==> src/btsp_pkg.sv <==
// Shared types and constants of the bencode tokenizer.
// Depends on nothing; used by btsp_step and the top level.
`default_nettype none

package btsp_pkg;

    localparam int MAX_FIELD_CHARS = 63;
    localparam int LEN_BITS        = 32;
    localparam int FIELD_W         = $clog2(MAX_FIELD_CHARS + 1);

    // token kinds
    localparam logic [2:0] KIND_INT     = 3'd0;
    localparam logic [2:0] KIND_BYTES   = 3'd1;
    localparam logic [2:0] KIND_LIST    = 3'd2;
    localparam logic [2:0] KIND_DICT    = 3'd3;
    localparam logic [2:0] KIND_END     = 3'd4;
    localparam logic [2:0] KIND_INVALID = 3'd5;

    // parser modes
    localparam logic [2:0] MODE_IDLE    = 3'd0;
    localparam logic [2:0] MODE_INT     = 3'd1;
    localparam logic [2:0] MODE_LEN     = 3'd2;
    localparam logic [2:0] MODE_PAYLOAD = 3'd3;
    localparam logic [2:0] MODE_ERROR   = 3'd4;

    // characters
    localparam logic [7:0] CH_I     = 8'h69;
    localparam logic [7:0] CH_L     = 8'h6C;
    localparam logic [7:0] CH_D     = 8'h64;
    localparam logic [7:0] CH_E     = 8'h65;
    localparam logic [7:0] CH_COLON = 8'h3A;
    localparam logic [7:0] CH_ZERO  = 8'h30;
    localparam logic [7:0] CH_NINE  = 8'h39;

    typedef struct packed {
        logic [2:0]          mode;
        logic [FIELD_W-1:0]  field_chars;
        logic [LEN_BITS-1:0] len;
        logic                digits_done;
    } t_state;

    typedef struct packed {
        logic       valid;
        logic [2:0] kind;
        logic [7:0] data;
        logic       has_data;
        logic       last;
    } t_result;

endpackage

`default_nettype wire

==> src/btsp_step.sv <==
// Next-state and result logic for one input byte of the bencode tokenizer.
// Depends on btsp_pkg.
`default_nettype none

module btsp_step (
    input  wire logic [7:0]       i_byte,
    input  wire btsp_pkg::t_state i_cur,
    output btsp_pkg::t_state      o_nxt,
    output btsp_pkg::t_result     o_res
);
    import btsp_pkg::*;

    logic                digit;
    logic [3:0]          dval;
    logic [LEN_BITS+3:0] len_x10;
    logic                len_ovf;
    logic                field_full;

    assign digit      = i_byte inside {[CH_ZERO:CH_NINE]};
    assign dval       = 4'(i_byte - CH_ZERO);
    // len*10 + d as shift-add; the top four bits flag overflow
    assign len_x10    = {1'b0, i_cur.len, 3'b000} + {3'b000, i_cur.len, 1'b0}
                      + {(LEN_BITS)'(0), dval};
    assign len_ovf    = |len_x10[LEN_BITS+3:LEN_BITS];
    assign field_full = (i_cur.field_chars == FIELD_W'(MAX_FIELD_CHARS));

    always_comb begin
        o_nxt = i_cur;
        o_res = '0;
        case (i_cur.mode)
            MODE_IDLE: begin
                if (i_byte == CH_L) begin
                    o_res = '{1'b1, KIND_LIST, 8'd0, 1'b0, 1'b1};
                end else if (i_byte == CH_D) begin
                    o_res = '{1'b1, KIND_DICT, 8'd0, 1'b0, 1'b1};
                end else if (i_byte == CH_E) begin
                    o_res = '{1'b1, KIND_END, 8'd0, 1'b0, 1'b1};
                end else if (i_byte == CH_I) begin
                    o_nxt.mode        = MODE_INT;
                    o_nxt.field_chars = '0;
                end else if (digit) begin
                    o_nxt.mode        = MODE_LEN;
                    o_nxt.field_chars = FIELD_W'(1);
                    o_nxt.len         = LEN_BITS'(dval);
                    o_nxt.digits_done = 1'b0;
                end else begin
                    o_nxt.mode = MODE_ERROR;
                    o_res      = '{1'b1, KIND_INVALID, 8'd0, 1'b0, 1'b1};
                end
            end
            MODE_INT: begin
                if (i_byte == CH_E) begin
                    o_nxt.mode = MODE_IDLE;
                    o_res      = '{1'b1, KIND_INT, 8'd0, 1'b0, 1'b1};
                end else if (field_full) begin
                    o_nxt.mode = MODE_ERROR;
                    o_res      = '{1'b1, KIND_INVALID, 8'd0, 1'b0, 1'b1};
                end else begin
                    o_nxt.field_chars = i_cur.field_chars + FIELD_W'(1);
                    o_res             = '{1'b1, KIND_INT, i_byte, 1'b1, 1'b0};
                end
            end
            MODE_LEN: begin
                if (i_byte == CH_COLON) begin
                    if (i_cur.len == '0) begin
                        o_nxt.mode = MODE_IDLE;
                        o_res      = '{1'b1, KIND_BYTES, 8'd0, 1'b0, 1'b1};
                    end else begin
                        o_nxt.mode = MODE_PAYLOAD;
                    end
                end else if (field_full) begin
                    o_nxt.mode = MODE_ERROR;
                    o_res      = '{1'b1, KIND_INVALID, 8'd0, 1'b0, 1'b1};
                end else begin
                    o_nxt.field_chars = i_cur.field_chars + FIELD_W'(1);
                    if (!i_cur.digits_done) begin
                        if (digit) begin
                            if (len_ovf) begin
                                o_nxt.mode = MODE_ERROR;
                                o_res      = '{1'b1, KIND_INVALID, 8'd0, 1'b0, 1'b1};
                            end else begin
                                o_nxt.len = len_x10[LEN_BITS-1:0];
                            end
                        end else begin
                            o_nxt.digits_done = 1'b1;
                        end
                    end
                end
            end
            MODE_PAYLOAD: begin
                // len is at least one here
                o_nxt.len = i_cur.len - LEN_BITS'(1);
                if (i_cur.len <= LEN_BITS'(1)) begin
                    o_nxt.mode = MODE_IDLE;
                    o_nxt.len  = '0;
                end
                o_res = '{1'b1, KIND_BYTES, i_byte, 1'b1, (i_cur.len <= LEN_BITS'(1))};
            end
            MODE_ERROR: begin
                o_nxt = i_cur;
            end
            default: begin
                o_nxt.mode = MODE_ERROR;
            end
        endcase
    end

endmodule

`default_nettype wire

==> src/bencoded_token_stream_parser_unit.sv <==
// Bencode tokenizer, one byte per request: parser state plus output register.
// Depends on btsp_pkg and btsp_step.
//
// Usage:
//  - Input channel: i_in_valid / o_in_ready carry one raw byte (i_byte_in)
//    per request. Output channel: o_out_valid / i_out_ready carry one token
//    result (o_token_kind, o_data_byte, o_has_data, o_last) per request.
//  - Each byte yields zero or one result. Bytes that yield nothing (an 'i',
//    length digits, the ':' before a nonempty string) are simply absorbed.
//  - Result: a result is loaded into the output register at the edge that
//    accepts its byte.
//  - Throughput: one byte per clock unless stalled. The whole decision
//    (mode case plus the length shift-add and overflow test) is one
//    combinational pass between the state register and the output register.
//  - Stall: o_in_ready is high while the output register is empty or is
//    being drained this cycle, so a stalled receiver holds the pending
//    result and blocks the input until it is taken.
//  - After an Invalid result the parser sits in its error mode: bytes keep
//    being accepted and dropped until reset.
//  - Reset (i_rst_n low, synchronous): mode idle, counters zero, output
//    register empty. No clearing pass; ready again the cycle after reset.
`default_nettype none

module bencoded_token_stream_parser_unit (
    input  wire logic       i_clk,
    input  wire logic       i_rst_n,
    input  wire logic       i_in_valid,
    output logic            o_in_ready,
    input  wire logic [7:0] i_byte_in,
    output logic            o_out_valid,
    input  wire logic       i_out_ready,
    output logic [2:0]      o_token_kind,
    output logic [7:0]      o_data_byte,
    output logic            o_has_data,
    output logic            o_last
);
    import btsp_pkg::*;

    t_state  r_state;
    t_state  n_state;
    t_result step_res;

    logic       r_out_valid;
    logic [2:0] r_kind;
    logic [7:0] r_data;
    logic       r_has_data;
    logic       r_last;

    logic in_acc;

    btsp_step u_step (
        .i_byte (i_byte_in),
        .i_cur  (r_state),
        .o_nxt  (n_state),
        .o_res  (step_res)
    );

    // output register frees up in the same cycle it is drained
    assign o_in_ready = !r_out_valid || i_out_ready;
    assign in_acc     = i_in_valid && o_in_ready;

    always_ff @(posedge i_clk) begin
        if (!i_rst_n) begin
            r_state     <= '{MODE_IDLE, '0, '0, 1'b0};
            r_out_valid <= 1'b0;
        end else begin
            if (in_acc) begin
                r_state     <= n_state;
                r_out_valid <= step_res.valid;
            end else if (i_out_ready) begin
                r_out_valid <= 1'b0;
            end
        end
    end

    // payload loads only when a new result is produced
    always_ff @(posedge i_clk) begin
        if (in_acc && step_res.valid) begin
            r_kind     <= step_res.kind;
            r_data     <= step_res.data;
            r_has_data <= step_res.has_data;
            r_last     <= step_res.last;
        end
    end

    assign o_out_valid  = r_out_valid;
    assign o_token_kind = r_kind;
    assign o_data_byte  = r_data;
    assign o_has_data   = r_has_data;
    assign o_last       = r_last;

endmodule

`default_nettype wire

==> config.mk <==
export PLATFORM = sky130hd
export DESIGN_NAME = bencoded_token_stream_parser_unit
export DESIGN_NICKNAME = d
export VERILOG_FILES = /design/src/btsp_pkg.sv /design/src/btsp_step.sv /design/src/bencoded_token_stream_parser_unit.sv
export SDC_FILE = /design/constraint.sdc
export NUM_CORES = 1
export LEC_CHECK = 0
export BUFFER_PORTS_ARGS = -buffer_cell sky130_fd_sc_hd__buf_2
export CORE_MARGIN = 8
export CORE_UTILIZATION = 60
export DETAILED_ROUTE_END_ITERATION = 16
export GPL_TIMING_DRIVEN = 0
export PLACE_DENSITY = 0.78
export SYNTH_ARGS = -nofsm -noshare
export SYNTH_HDL_FRONTEND = slang
export SYNTH_SLANG_ARGS = --single-unit
==> constraint.sdc <==
create_clock -name i_clk -period 9.8 [get_ports i_clk]
set_input_delay 0.49 -clock i_clk [delete_from_list [all_inputs] [get_ports i_clk]]
set_output_delay 0.49 -clock i_clk [all_outputs]
set_load 0.02 [all_outputs]
======== Yosys cells after proc, flatten, opt, wreduce, memory -nomap -nowiden ========
Index checks and enable logic that the tools add are counted.
word-level totals
  register bits ........................... 56
operators by class
  reduce and logical (&&, ||, !) cells .... 16
  equal/unequal tests ..................... 28
  bitwise logic cells ..................... 1
  mux-type cells .......................... 45
  $lt $le $gt $ge ......................... 3
  add/subtract/negate cells ............... 5
operators with widths
  operator                 count
  $mux W14                 11
  $mux W42                 3
  $mux W39                 3
  $mux W32                 3
  $pmux W32 S3             1
  $mux W33                 2
  $pmux W14 S4             1
  $add A35 B33 Y36         1
  $add A36 B4 Y36          1
  $eq A8 B7 Y1 const B     4
  $le A32 B1 Y1 const B    1
  $logic_not A32 Y1        1
  $sub A32 B1 Y32 const B  1
  $mux W3                  9
  $mux W13                 2
  $ne A2 B2 Y1 const B     10
  $reduce_and A10 Y1       2
  $pmux W6 S3              1
  $pmux W3 S5              1
  $mux W6                  2
  $reduce_and A12 Y1       1
  $mux W9                  1
  $reduce_and A9 Y1        1
  $eq A8 B6 Y1 const B     1
  23 further kinds         34

======== Longest topological paths before layout ========
  depth in word-level cells ............... 10
  depth in mapped cells ................... 14
  depth with buffers taken out ............ 13

======== By module ========
From an unflattened synthesis, not the netlist that was laid out.
second synthesis, totals
  cells, all modules ...................... 867
  area, all modules ....................... 6610.1 µm²
by module, submodules not included
  module                             cells each  area an instance (µm²)  seq. area each (µm²)  instances
  btsp_step                          666         4453.0                  0.0                   1
  bencoded_token_stream_parser_unit  201         2157.1                  1251.2                1

======== Least setup slack after synthesis ========
OpenSTA, ideal clock, no wires.
  kind .................................... input to register
  start ................................... input port i_byte_in[3]
  end ..................................... register r_data[0] (netlist: o_data_byte[0]), enable pin
  data arrival time ....................... 3.779 ns
  stages .................................. 13
  required time ........................... 9.496 ns
  slack ................................... 5.717 ns
  cells stage by stage .................... inv_1 -> fa_1 -> inv_1 -> fa_1 -> a21o_1 -> a221o_1 -> a41oi_2 -> o211ai_2 -> or4_1 -> nand4b_2 -> o211ai_2 -> a22o_1 -> o31a_1
on the way
  word-level cells in the longest chain between the ends .. 10
RTL lines
  what                     line                                     text
  start, declared          bencoded_token_stream_parser_unit.sv:29  input wire logic [7:0] i_byte_in,
  $sub A4 B1 Y4            btsp_step.sv:20                          assign dval = 4'(i_byte - CH_ZERO);
  $add A36 B4 Y36          btsp_step.sv:23                          + {(LEN_BITS)'(0), dval};
  $reduce_or A4 Y1         btsp_step.sv:24                          assign len_ovf = |len_x10[LEN_BITS+3:LEN_BITS];
  $mux W14                 btsp_step.sv:78                          if (len_ovf) begin
  $mux W14                 btsp_step.sv:77                          if (digit) begin
  $mux W14                 btsp_step.sv:76                          if (!i_cur.digits_done) begin
  $mux W14                 btsp_step.sv:71                          end else if (field_full) begin
  $mux W14                 btsp_step.sv:64                          if (i_byte == CH_COLON) begin
  $pmux W14 S4 (*)         btsp_step.sv:30                          case (i_cur.mode)
  $logic_and A1 B1 Y1 (*)  bencoded_token_stream_parser_unit.sv:78  if (in_acc && step_res.valid) begin
  end signal, assigned     bencoded_token_stream_parser_unit.sv:80  r_data <= step_res.data;
  end, declared            bencoded_token_stream_parser_unit.sv:45  logic [7:0] r_data;
Mark *: on every way between the ends. The rest lies on a longest branch, timed or not.
A chain may end at the register's enable or synchronous reset.

======== Worst setup path after layout ========
  start ................................... input port i_byte_in[3]
  end ..................................... register r_state[15] (netlist bit)
on the way
  word-level cells in the longest chain between the ends .. 8
RTL lines
  what                  line                                     text
  $sub A4 B1 Y4         btsp_step.sv:20
  $add A36 B4 Y36       btsp_step.sv:23
  $mux W32              btsp_step.sv:78
  $mux W32              btsp_step.sv:77
  $mux W33              btsp_step.sv:76
  $mux W39              btsp_step.sv:71
  $mux W39              btsp_step.sv:64
  $pmux W32 S3          btsp_step.sv:30
  end signal, assigned  bencoded_token_stream_parser_unit.sv:64  r_state <= '{MODE_IDLE, '0, '0, 1'b0};
  end signal, assigned  bencoded_token_stream_parser_unit.sv:68  r_state <= n_state;
  end, declared         bencoded_token_stream_parser_unit.sv:39  t_state r_state;
Parallel ways exist; a longest one is shown, timed or not. The select of a mux whose other input is x is not followed.

==> impl_metrics.py <==
metrics = {
    "sta": {
        "clock-skew-final_ns": 0.01296,
        "fin_tns_setup_ns": 0,
        "max_slew.worst_pin.slew_ns": 0.7443,
        "hold_ws_ns": 0.4843,
        "fin_crit_sh_pct": 47.77,
        "hold_viol": 0,
        "setup_viol": 0,
        "final.min_clock_period_ns": 4.682,
        "drv_slew": 0,
        "rsz0062_at_grt": "false",
        "slew_headroom_pct": 49.92,
        "fmax_mhz": 213.6,
    },
    "detailed_routing": {
        "drc": 0,
        "vias": 6012,
        "wl_per_cell_um": 19.79,
        "totalWireLength_mm": 17.54,
        "firstDrtPassIters": 7,
        "ant_nets": 0,
        "via_per_inst": 6.786,
        "first_iter_violations": 621,
    },
    "logic_synthesis": {
        "async_flop_share_pct": 0,
        "yosys.area.top_type": "dfxtp_1",
        "seq_area_frac_synth_pct": 22.02,
        "synth_common_cells": "91 x nand2_1, 85 x a21oi_1, 66 x ha_1, 57 x nor2_1, 43 x dfxtp_1",
        "synth.most_common_cell": "nand2_1",
        "synth_ff_type": "dfxtp_1",
        "ys_top_cells_by_area": "dfxtp_1 15%, ha_1 15%, a21oi_1 7.5%",
        "syn_area_um2": 5682,
        "ys.warnings.count": 0,
        "synth_top_area_share_pct": 15.15,
        "synth_edf_count": 13,
        "avgSynthCellArea_um2": 7.647,
        "netlist_instances": 743,
        "ys_types": 80,
        "syn-num-nets": 823,
        "synth-seq-cells": 56,
    },
    "global_route": {
        "grt_pass1_wl_mm": 28.37,
        "overflow": 0,
        "grt_max_degree": 17,
        "antenna_found_initial": 0,
        "grt_pass1_vias": 5639,
        "grt_usage_pct": 26.94,
    },
    "cts": {
        "path_clk_slew_ns": 0.11,
        "clock_tree.root_cell": "clkbuf_8",
        "cts_buffers": 5,
        "cts_hold_buf": 0,
        "clock-sinks": 56,
        "cts_tree": "yes",
        "htree_levels": 2,
        "clk_latency_ns": 0.32,
        "clock_path_buffers": 2,
        "ctsResizeCount": 0,
        "post_cts_buffers": 0,
    },
    "worst_setup_path": {
        "arrival_ns": 4.93,
        "end_kind": "register",
        "critPathRequiredTime_ns": 10.04,
        "worstPathMaxFanout": 10,
        "cp_cell_sequence": "buf_2 -> inv_1 -> fa_1 -> inv_1 -> fa_1 -> a21o_1 -> a221o_1 -> a41oi_2 -> nand2_1 -> a41oi_1 -> a311oi_2 -> o2111ai_1 -> clkbuf_1 -> a21oi_1 -> o22ai_1",
        "critPathMaxStageDelay_ns": 0.56,
        "worstSetupPathType": "in2reg",
        "slowest_stage": "fa_1",
        "cp-start-kind": "input pin",
    },
    "power": {
        "power_frac_comb_pct": 26.2,
        "sw_frac_of_total_pct": 34.26,
        "power_frac_seq_pct": 48.9,
        "power.leakage_nw": 2.523,
        "internal-power_mw": 0.3391,
        "p_sw_mw": 0.1767,
        "finalPower_mw": 0.5159,
        "p_clk_share_pct": 24.9,
        "power_density_nw_per_um2": 85.65,
        "peakVddDrop_mv": 0.05559,
    },
    "final_layout": {
        "n_antenna_cell": 0,
        "finalInstanceArea_um2": 6023,
        "layout.nets": 854,
        "area_delta_synth_final_pct": 6.012,
        "drive_above_1_share_pct": 6.581,
    },
    "place": {
        "dpl_cell_area_um2": 5941,
        "dp_hpwl_mm": 13.45,
        "gp_congestion": 0.9514,
        "io_buffer_count": 24,
    },
    "die": {
        "die_x_um": 113.3,
        "rows": 35,
        "die_area_um2": 12840,
        "start_util_pct": 61.78,
        "die_h_um": 113.3,
        "core_area_um2": 9196,
        "boundaryPins": 27,
    },
    "outcome": {
        "outcome": "finished clean",
    },
    "hold_path": {
        "hp-class": "in2reg",
    },
    "run": {
        "drv_cap": 0,
    },
}
## power by group through the flow
stage	combinational [mW]	sequential, mW	clock [mW]
final	0.135	0.252	0.128
after global placement	0.129	0.257	0
after detailed placement	0.132	0.257	0
after global routing	0.146	0.253	0.135
after floorplan	0.0878	0.264	0
after CTS	0.133	0.252	0.129
## worst paths after layout
| kind | start | end | slack [ns] | cells past startpoint |
|---|---|---|---|---|
| setup / recovery | i_byte_in[3] | r_state[15]$_SDFFE_PN0P_ | 5.12 | 15 |
| hold reg to reg | r_state[8]$_SDFFE_PN0P_ | r_state[8]$_SDFFE_PN0P_ | 0.54 | 2 |
| hold / removal | i_byte_in[5] | o_data_byte[5]$_DFFE_PP_ | 0.48 | 2 |
| setup reg to reg | r_state[1]$_SDFFE_PN0P_ | r_state[15]$_SDFFE_PN0P_ | 5.13 | 14 |
## sequential cells by signal (all words and copies together), names as in the netlist
signal	count
r_state	42
o_token_kind	3
o_last	1
o_has_data	1
o_data_byte	8
o_out_valid	1
## per-layer routing
| layer | vias up | GRT usage, % | wire length, um |
|---|---|---|---|
| li1 | 2858 | - | - |
| met2 | 324 | 41.63 | 7820 |
| met3 | 47 | 4.100 | 1485 |
| met1 | 2783 | 36.72 | 7805 |
| met4 | 0 | 10.57 | 427 |
| met5 | - | 0 | 0 |
## cell families (layout without fill, tap and decap cells)
kind of cell / after synthesis / count (layout) / share of synthesized area, %
buf+inv: 63 / 95 / 4.382
simple gates: 271 / 271 / 23.72
mux: 6 / 6 / 1.057
compound gates: 245 / 245 / 28.21
fa+ha+maj: 68 / 68 / 15.24
flops: 56 / 56 / 22.02
xor+xnor: 34 / 34 / 5.373
## per-stage QoR
step | util [%] | setup slack (ns) | std cells
floorplan | - | 5.717 | 743
global placement | 64.60 | 4.934 | 878
detailed placement | 64.60 | 4.908 | 878
CTS | 65.50 | 5.232 | 886
global route | 65.50 | 4.970 | 886
finish | 65.50 | 5.118 | 886
## cell type report
type	count	area (um^2)
fillers	817	3173
plain buffers	44	177.7
well taps	111	138.9
repair buffers	24	120.1
multi-input cells	624	4182
flip-flops and latches	56	1251
clock inverters	3	13.76
clock buffers	5	68.82
inverters	19	71.32
## critical path, delay by kind of cell
family / cells / cell delay [ns]
AOI/OAI and AO/OA: 8 / 2.25
adders and majority gates: 2 / 1.06
buffers and inverters: 4 / 0.93
and+or+nand+nor: 1 / 0.19
## cell usage in the layout, fill, tap and decap left out, drive strengths merged, types with 23 or more instances in the layout
cell / n
a21oi: 85
buf: 30
clkbuf: 43
dfxtp: 43
ha: 66
nand2: 91
nor2: 57
nor3: 23
o21ai: 33
o22ai: 26
xnor2: 23
Power figures use the tool's default switching activity.
